===== src/sv/ppt_pkg.sv =====
// Package for the promotable priority table.
// Holds operation codes, response status codes and the controller state type.
// No dependencies.
`default_nettype none

package ppt_pkg;

   localparam int FUNC_WIDTH = 3;
   localparam int STAT_WIDTH = 2;

   localparam logic [FUNC_WIDTH-1:0] FN_ADD      = 3'd0;
   localparam logic [FUNC_WIDTH-1:0] FN_PROMOTE  = 3'd1;
   localparam logic [FUNC_WIDTH-1:0] FN_GET_MAX  = 3'd2;
   localparam logic [FUNC_WIDTH-1:0] FN_POP_MAX  = 3'd3;
   localparam logic [FUNC_WIDTH-1:0] FN_IS_VALID = 3'd4;
   localparam logic [FUNC_WIDTH-1:0] FN_GET      = 3'd5;

   localparam logic [STAT_WIDTH-1:0] STAT_OK    = 2'd0;
   localparam logic [STAT_WIDTH-1:0] STAT_FULL  = 2'd1;
   localparam logic [STAT_WIDTH-1:0] STAT_BADID = 2'd2;
   localparam logic [STAT_WIDTH-1:0] STAT_EMPTY = 2'd3;

   typedef enum logic [2:0] {
      S_IDLE,
      S_LOOKUP,
      S_SCAN,
      S_RESOLVE,
      S_EMIT
   } state_type;

endpackage

`default_nettype wire


===== src/sv/ppt_ram.sv =====
// Entry memory of the priority table: one write port, one read port.
// Read data is registered. No dependencies.
`default_nettype none

module ppt_ram #(
   parameter int WIDTH = 49,
   parameter int DEPTH = 64,
   localparam int ADDR_WIDTH = $clog2(DEPTH)
) (
   input  wire logic                  clock,
   input  wire logic                  wr_en,
   input  wire logic [ADDR_WIDTH-1:0] wr_addr,
   input  wire logic [WIDTH-1:0]      wr_data,
   input  wire logic                  rd_en,
   input  wire logic [ADDR_WIDTH-1:0] rd_addr,
   output logic      [WIDTH-1:0]      rd_data
);

   logic [WIDTH-1:0] mem [DEPTH];

   always_ff @(posedge clock) begin
      if (wr_en) begin
         mem[wr_addr] <= wr_data;
      end
   end

   always_ff @(posedge clock) begin
      if (rd_en) begin
         rd_data <= mem[rd_addr];
      end
   end

endmodule

`default_nettype wire


===== src/sv/promotable_priority_table.sv =====
// Promotable priority table top level; depends on ppt_pkg and ppt_ram.
// Add goes straight to S_EMIT; promote, get, is_valid read the entry in S_LOOKUP;
// get_max and pop_max walk all issued ids in S_SCAN, one entry per cycle through the
// single read port of the entry memory, then S_RESOLVE. One request is in work at a
// time; a new request is accepted only after S_EMIT loads the output register.
// Reset clears the fill count, state and response valid flag; no clearing pass.
`default_nettype none

module promotable_priority_table
   import ppt_pkg::*;
#(
   parameter int DEPTH      = 64,
   parameter int DATA_WIDTH = 32,
   parameter int PRIO_WIDTH = 16,
   localparam int ID_WIDTH    = $clog2(DEPTH),
   localparam int REQ_W       = ID_WIDTH + DATA_WIDTH,
   localparam int REQ_TDATA_W = ((REQ_W + 7) / 8) * 8,
   localparam int RSP_W       = ID_WIDTH + DATA_WIDTH + PRIO_WIDTH + 1,
   localparam int RSP_TDATA_W = ((RSP_W + 7) / 8) * 8
) (
   input  wire logic                   clock,
   input  wire logic                   reset,
   input  wire logic                   req_tvalid,
   output logic                        req_tready,
   input  wire logic [REQ_TDATA_W-1:0] req_tdata,  // entry_id, data_in, zero pad
   input  wire logic [FUNC_WIDTH-1:0]  req_tuser,  // func
   output logic                        rsp_tvalid,
   input  wire logic                   rsp_tready,
   output logic      [RSP_TDATA_W-1:0] rsp_tdata,  // id_out, data_out, prio_out,
                                                   // is_live, zero pad
   output logic      [STAT_WIDTH-1:0]  rsp_tuser   // status
);

   localparam int MEM_W = 1 + PRIO_WIDTH + DATA_WIDTH;
   localparam logic [ID_WIDTH:0] DEPTH_CNT = (ID_WIDTH + 1)'(DEPTH);

   state_type state_ff, state_in;
   logic [FUNC_WIDTH-1:0] func_ff, func_in;
   logic [ID_WIDTH-1:0]   id_ff, id_in;
   logic [ID_WIDTH:0]     next_id_ff, next_id_in;
   logic [ID_WIDTH-1:0]   rd_addr_ff, rd_addr_in;
   logic                  found_ff, found_in;
   logic [STAT_WIDTH-1:0] res_status_ff, res_status_in;
   logic [ID_WIDTH-1:0]   res_id_ff, res_id_in;
   logic [DATA_WIDTH-1:0] res_data_ff, res_data_in;
   logic [PRIO_WIDTH-1:0] res_prio_ff, res_prio_in;
   logic                  res_live_ff, res_live_in;
   logic                  rsp_valid_ff, rsp_valid_in;
   logic [STAT_WIDTH-1:0] rsp_status_ff, rsp_status_in;
   logic [RSP_TDATA_W-1:0] rsp_data_ff, rsp_data_in;

   logic                  wr_en, rd_en;
   logic [ID_WIDTH-1:0]   wr_addr, rd_addr;
   logic [MEM_W-1:0]      wr_data, rd_data;

   logic [ID_WIDTH-1:0]   req_id;
   logic [DATA_WIDTH-1:0] req_din;
   logic                  req_fire;
   logic                  rd_live;
   logic [PRIO_WIDTH-1:0] rd_prio, prio_inc;
   logic [DATA_WIDTH-1:0] rd_dat;
   logic [ID_WIDTH:0]     scan_next;

   assign req_id   = req_tdata[ID_WIDTH-1:0];
   assign req_din  = req_tdata[ID_WIDTH +: DATA_WIDTH];
   assign req_fire = req_tvalid && req_tready;

   assign rd_live   = rd_data[MEM_W-1];
   assign rd_prio   = rd_data[DATA_WIDTH +: PRIO_WIDTH];
   assign rd_dat    = rd_data[DATA_WIDTH-1:0];
   assign prio_inc  = (rd_prio == '1) ? rd_prio : rd_prio + 1'b1;
   assign scan_next = {1'b0, rd_addr_ff} + 1'b1;

   ppt_ram #(
      .WIDTH (MEM_W),
      .DEPTH (DEPTH)
   ) u_ram (
      .clock   (clock),
      .wr_en   (wr_en),
      .wr_addr (wr_addr),
      .wr_data (wr_data),
      .rd_en   (rd_en),
      .rd_addr (rd_addr),
      .rd_data (rd_data)
   );

   always_ff @(posedge clock) begin
      if (reset) begin
         state_ff     <= S_IDLE;
         next_id_ff   <= '0;
         rsp_valid_ff <= 1'b0;
      end else begin
         state_ff     <= state_in;
         next_id_ff   <= next_id_in;
         rsp_valid_ff <= rsp_valid_in;
      end
   end

   always_ff @(posedge clock) begin
      func_ff       <= func_in;
      id_ff         <= id_in;
      rd_addr_ff    <= rd_addr_in;
      found_ff      <= found_in;
      res_status_ff <= res_status_in;
      res_id_ff     <= res_id_in;
      res_data_ff   <= res_data_in;
      res_prio_ff   <= res_prio_in;
      res_live_ff   <= res_live_in;
      rsp_status_ff <= rsp_status_in;
      rsp_data_ff   <= rsp_data_in;
   end

   always_comb begin
      state_in      = state_ff;
      func_in       = func_ff;
      id_in         = id_ff;
      next_id_in    = next_id_ff;
      rd_addr_in    = rd_addr_ff;
      found_in      = found_ff;
      res_status_in = res_status_ff;
      res_id_in     = res_id_ff;
      res_data_in   = res_data_ff;
      res_prio_in   = res_prio_ff;
      res_live_in   = res_live_ff;
      rsp_valid_in  = rsp_valid_ff && !rsp_tready;
      rsp_status_in = rsp_status_ff;
      rsp_data_in   = rsp_data_ff;
      req_tready    = 1'b0;
      wr_en         = 1'b0;
      wr_addr       = '0;
      wr_data       = '0;
      rd_en         = 1'b0;
      rd_addr       = '0;

      case (state_ff)
         S_IDLE: begin
            req_tready = 1'b1;
            if (req_tvalid) begin
               func_in       = req_tuser;
               id_in         = req_id;
               found_in      = 1'b0;
               res_status_in = STAT_OK;
               res_id_in     = '0;
               res_data_in   = '0;
               res_prio_in   = '0;
               res_live_in   = 1'b0;
               state_in      = S_EMIT;
               case (req_tuser)
                  FN_ADD: begin
                     if (next_id_ff == DEPTH_CNT) begin
                        res_status_in = STAT_FULL;
                     end else begin
                        wr_en      = 1'b1;
                        wr_addr    = next_id_ff[ID_WIDTH-1:0];
                        wr_data    = {1'b1, {PRIO_WIDTH{1'b0}}, req_din};
                        res_id_in  = next_id_ff[ID_WIDTH-1:0];
                        next_id_in = next_id_ff + 1'b1;
                     end
                  end
                  FN_PROMOTE, FN_GET, FN_IS_VALID: begin
                     if ({1'b0, req_id} < next_id_ff) begin
                        rd_en    = 1'b1;
                        rd_addr  = req_id;
                        state_in = S_LOOKUP;
                     end else if (req_tuser != FN_IS_VALID) begin
                        res_status_in = STAT_BADID;
                     end
                  end
                  FN_GET_MAX, FN_POP_MAX: begin
                     if (next_id_ff == '0) begin
                        res_status_in = STAT_EMPTY;
                     end else begin
                        rd_en      = 1'b1;
                        rd_addr    = '0;
                        rd_addr_in = '0;
                        state_in   = S_SCAN;
                     end
                  end
                  default: begin
                     res_status_in = STAT_BADID;
                  end
               endcase
            end
         end
         S_LOOKUP: begin
            state_in = S_EMIT;
            if (!rd_live) begin
               if (func_ff != FN_IS_VALID) begin
                  res_status_in = STAT_BADID;
               end
            end else begin
               case (func_ff)
                  FN_IS_VALID: begin
                     res_live_in = 1'b1;
                  end
                  FN_GET: begin
                     res_id_in   = id_ff;
                     res_data_in = rd_dat;
                     res_prio_in = rd_prio;
                  end
                  FN_PROMOTE: begin
                     wr_en       = 1'b1;
                     wr_addr     = id_ff;
                     wr_data     = {1'b1, prio_inc, rd_dat};
                     res_id_in   = id_ff;
                     res_data_in = rd_dat;
                     res_prio_in = prio_inc;
                  end
                  default: begin
                     res_status_in = STAT_BADID;
                  end
               endcase
            end
         end
         S_SCAN: begin
            // ties go to the later (larger) id
            if (rd_live && (!found_ff || rd_prio >= res_prio_ff)) begin
               found_in    = 1'b1;
               res_id_in   = rd_addr_ff;
               res_data_in = rd_dat;
               res_prio_in = rd_prio;
            end
            if (scan_next < next_id_ff) begin
               rd_en      = 1'b1;
               rd_addr    = scan_next[ID_WIDTH-1:0];
               rd_addr_in = scan_next[ID_WIDTH-1:0];
            end else begin
               state_in = S_RESOLVE;
            end
         end
         S_RESOLVE: begin
            state_in = S_EMIT;
            if (!found_ff) begin
               res_status_in = STAT_EMPTY;
            end else if (func_ff == FN_POP_MAX) begin
               wr_en   = 1'b1;
               wr_addr = res_id_ff;
               wr_data = {1'b0, res_prio_ff, res_data_ff};
            end
         end
         S_EMIT: begin
            if (!rsp_valid_ff || rsp_tready) begin
               rsp_valid_in  = 1'b1;
               rsp_status_in = res_status_ff;
               rsp_data_in   = RSP_TDATA_W'({res_live_ff, res_prio_ff, res_data_ff,
                                             res_id_ff});
               state_in      = S_IDLE;
            end
         end
         default: begin
            state_in = S_IDLE;
         end
      endcase
   end

   assign rsp_tvalid = rsp_valid_ff;
   assign rsp_tdata  = rsp_data_ff;
   assign rsp_tuser  = rsp_status_ff;

   a_fill_bound: assert property (@(posedge clock) disable iff (reset)
      next_id_ff <= DEPTH_CNT)
      else $error("fill count beyond depth");

   a_add_counts: assert property (@(posedge clock) disable iff (reset)
      (req_fire && req_tuser == FN_ADD && next_id_ff != DEPTH_CNT)
      |=> next_id_ff == $past(next_id_ff) + 1'b1)
      else $error("add did not advance fill count");

   a_err_zero: assert property (@(posedge clock) disable iff (reset)
      (rsp_tvalid && rsp_tuser != STAT_OK) |-> rsp_tdata == '0)
      else $error("error response carries data");

   a_one_in_work: assert property (@(posedge clock) disable iff (reset)
      req_fire |=> !req_tready)
      else $error("second request taken while one in work");

   a_pop_clears: assert property (@(posedge clock) disable iff (reset)
      (state_ff == S_RESOLVE && func_ff == FN_POP_MAX && found_ff)
      |-> (wr_en && !wr_data[MEM_W-1] && wr_addr == res_id_ff))
      else $error("pop did not invalidate entry");

endmodule

`default_nettype wire


===== config.mk =====
export PLATFORM = sky130hd
export DESIGN_NAME = promotable_priority_table
export DESIGN_NICKNAME = d
export VERILOG_FILES = /design/src/sv/ppt_pkg.sv /design/src/sv/ppt_ram.sv /design/src/sv/promotable_priority_table.sv
export SDC_FILE = /design/constraint.sdc
export NUM_CORES = 2
export LEC_CHECK = 0
export BUFFER_PORTS_ARGS = -buffer_cell sky130_fd_sc_hd__buf_2
export CAP_MARGIN = 5
export CELL_PAD_IN_SITES_DETAIL_PLACEMENT = 0
export CELL_PAD_IN_SITES_GLOBAL_PLACEMENT = 1
export CORE_ASPECT_RATIO = 2
export CORE_MARGIN = 2
export CORE_UTILIZATION = 50
export CTS_CLUSTER_SIZE = 8
export DETAILED_ROUTE_END_ITERATION = 16
export GPL_ROUTABILITY_DRIVEN = 0
export PLACE_DENSITY_LB_ADDON = 0.1
export SYNTH_ARGS = -nofsm -noshare
export SYNTH_HDL_FRONTEND = slang
export SYNTH_SLANG_ARGS = --single-unit

===== constraint.sdc =====
create_clock -name clock -period 6.5 [get_ports clock]
set_input_delay 0 -clock clock [delete_from_list [all_inputs] [get_ports clock]]
set_output_delay 0 -clock clock [all_outputs]
set_load 0.05 [all_outputs]

==> flow_summary.ini <==
[power_and_ir_drop]
finalPower_mw = 45.3
p_clk_frac = 0.460
p_sw_frac = 0.202
p_leak_nw = 48.0
p_comb_frac = 0.021
switchingPower_mw = 9.14
ir_worst_vdd_uv = 267
internal_power_mw = 36.2
p_seq_frac = 0.519
power_density_nw_per_um2 = 306

[clocking]
cts.sinks = 3326
clkLatencyLatePin_ns = 0.97
cts-root-buf = clkbuf_16
clockBufferDepth = 4
htree_levels = 5
cts_tree = built
clk_pin_slew_ns = 0.05
post-cts-setup-buffers = 0
cts_made_buffers = 457

[synthesis]
ys_seq_elements = 3326
ys_seq_area_frac = 0.778
yosys_most_used_dff = edfxtp_1
netlist.area_leader.share = 0.776
yosys_warnings = 0
synth_most_common_cell = edfxtp_1
syn_area_per_cell_sq_um = 19.9
yosys.area.top_type = edfxtp_1
yosys.area_share.simple = 0.0444
synth.distinct_cells = 69
synth_edf_count = 3315
synth-xor-area-share = 0.00137
synth_area_leaders = edfxtp_1, mux4_2, nand2_1, nand3_1, mux2i_1
synth-compound-area-share = 0.0328
muxShareOfSynthArea = 0.126
synth_top_family_by_area = multiplexers
syn_area_sq_um = 128000
synth_fa_ha_area_frac = 0.00303
synthArstFlopShare = 0
syn-instance-count = 6453
synth_fp_nets = 6531
synth_commonest_cells = edfxtp_1, nand2_1, mux4_2

[hold_path]
whs_path_depth = 4
hp-start = req_tdata[15]
hold_path_class = input port to flop

[global_routing]
overflow = 0
grt_pass1_vias = 69359
antenna_found_initial = 15
grtUsageTotal = 0.300
grt_max_degree = 107
grt_first_pass_wirelength_um = 542000

[timing]
fin_setup_tns_ns = 0
setup_violations = 0
tightest_slew_ns = 1.39
drv_slew = 0
fin_crit_sh = 0.941
slew_headroom = 0.0756
min_period_ns = 6.11
rsz0062_at_grt = false
max_freq_mhz = 164
hold_viol = 0
clock_skew_ns = 0.0553

[detailed_routing]
drt-pass1-iter-count = 8
ant_nets = 0
vias_per_cell = 6.60
vias = 68576
drc = 0
initialDrtViolationCount = 9434
wirelength_um = 391000
wl_per_cell_um = 37.6

[finish]
final_layout_size_suffix_gt1_frac = 0.244
fillers = 18631
postLayoutCoreUtil = 0.579
final_net_count = 7114
syn_to_final_growth_pct = 15.4

[die]
die_w_um = 362
rows = 263
pin_count = 107
coreArea_sq_um = 256000
die_h_um = 720
die_area_sq_um = 261000
start_util = 0.501

[setup_path]
r2r_slack_ns = 0.39
arrival_ns = 6.74
r2r_end = u_ram.rd_data[16]$_DFFE_PP_
crit_end = u_ram.rd_data[16]$_DFFE_PP_
cp-startpoint = rd_addr_ff[0]$_SDFFCE_PN0P_
rr_startpoint = rd_addr_ff[0]$_SDFFCE_PN0P_
crit_fanout = 45
endpoint_kind = flop
critPathLaunchType = flop
path_class = flop to flop
critPathRequiredTime_ns = 7.13
ff2ff_path_depth = 16

[placed_design]
portBuffers = 103
dp_hpwl_um = 223000

[outcome]
status = complete, no violations

[flow_run]
maxCapViolations = 0
-- flip-flops by register name, indices dropped and copies added (netlist names) --
register / flops
res_prio_ff: 16
rd_addr_ff: 6
found_ff: 1
rsp_tvalid: 1
u_ram.mem: 3136
rsp_tdata: 55
next_id_ff: 7
res_id_ff: 6
res_status_ff: 2
state_ff: 3
res_data_ff: 32
res_live_ff: 1
u_ram.rd_data: 49
func_ff: 3
id_ff: 6
rsp_tuser: 2
-- per-stage QoR --
stage	cells	area, sq um	hold WS [ns]	worst slack, ns
3_5_place_dp	9857	136000	0.243	0.565
4_1_cts	10386	148000	0.00315	0.497
2_1_floorplan	6453	128000	0.0757	0.655
3_3_place_gp	9857	136000	0.243	0.643
5_1_grt	10388	148000	0.0628	0.199
6_report	10395	148000	0.0258	0.387
-- final cells by class --
class,count,area [sq um],share of cell area
antenna,9,22.5,0.000152
clock inverter,15,267,0.00180
inverter,77,289,0.00195
tap,3312,4140,0.0280
multi-input combinational,2705,27600,0.186
sequential,3326,99800,0.674
timing repair buffer,469,4310,0.0291
clock buffer,482,11700,0.0788
-- placed cells by master (no fill, tap or decap), types with 55 or more instances in the layout --
| master | n |
|---|---|
| inv_1 | 69 |
| buf_2 | 103 |
| nand3_1 | 224 |
| buf_4 | 257 |
| a21oi_1 | 68 |
| mux4_2 | 659 |
| a31oi_1 | 55 |
| a22oi_1 | 61 |
| edfxtp_1 | 3315 |
| nor2_4 | 77 |
| nor2_1 | 61 |
| buf_12 | 77 |
| mux2i_1 | 98 |
| clkbuf_16 | 463 |
| nand2_1 | 728 |
-- how the worst min path moves through the flow --
stage | endpoint
after floorplan | state_ff[0]$_SDFFE_PP0P_
after global placement | id_ff[0]$_DFFE_PP_
after detailed placement | id_ff[0]$_DFFE_PP_
after CTS | u_ram.mem[12][10]$_DFFE_PP_
after global routing | u_ram.mem[36][9]$_DFFE_PP_
final | u_ram.mem[36][9]$_DFFE_PP_
-- critical path, stage by stage, from the launching register on --
cell and delay, ns:
edfxtp_1 0.52, ha_1 0.29, nand3_1 0.11, xor2_1 0.46, inv_1 0.21, ha_1 0.35
a21o_1 0.18, a21oi_1 0.32, nand2_1 0.17, o22ai_4 0.51, buf_12 0.29, buf_12 0.31
buf_4 0.41, mux4_2 0.37, a22o_1 0.27, a221oi_1 0.72, a211oi_1 0.17
-- power by group through the flow --
stage	Clock (mW)	Combinational, mW	Sequential, mW
finish	20.8	0.956	23.5
global route	21.9	1.00	23.5
CTS	21.1	0.959	23.5
detailed placement	0	0.939	23.9
global placement	0	0.928	23.9
floorplan	0	0.483	24.0
-- layer usage --
metal  track usage  vias up  part of all wire
met3        0.0455      698             0.079
li1              -    27436                 -
met5             0        -                 0
met1         0.393    36815              0.37
met2         0.509     3627              0.51
met4         0.112        0             0.040
-- cells by family (layout without fill, tap and decap cells) --
logic type	Yosys count	in the layout
AND/OR/NAND/NOR	1304	1304
multiplexers	782	782
XOR/XNOR	20	20
buffers and inverters	422	1043
other	1	10
AO/OA/AOI/OAI	567	567
adder cells (fa/ha/maj)	31	31
flip-flops	3326	3326
-- timing repair --
action                    CTS  global route
hold endpoints to repair  298             0
resized for setup           0             0
hold buffers               32             0
(Power assumes the default switching activity.)
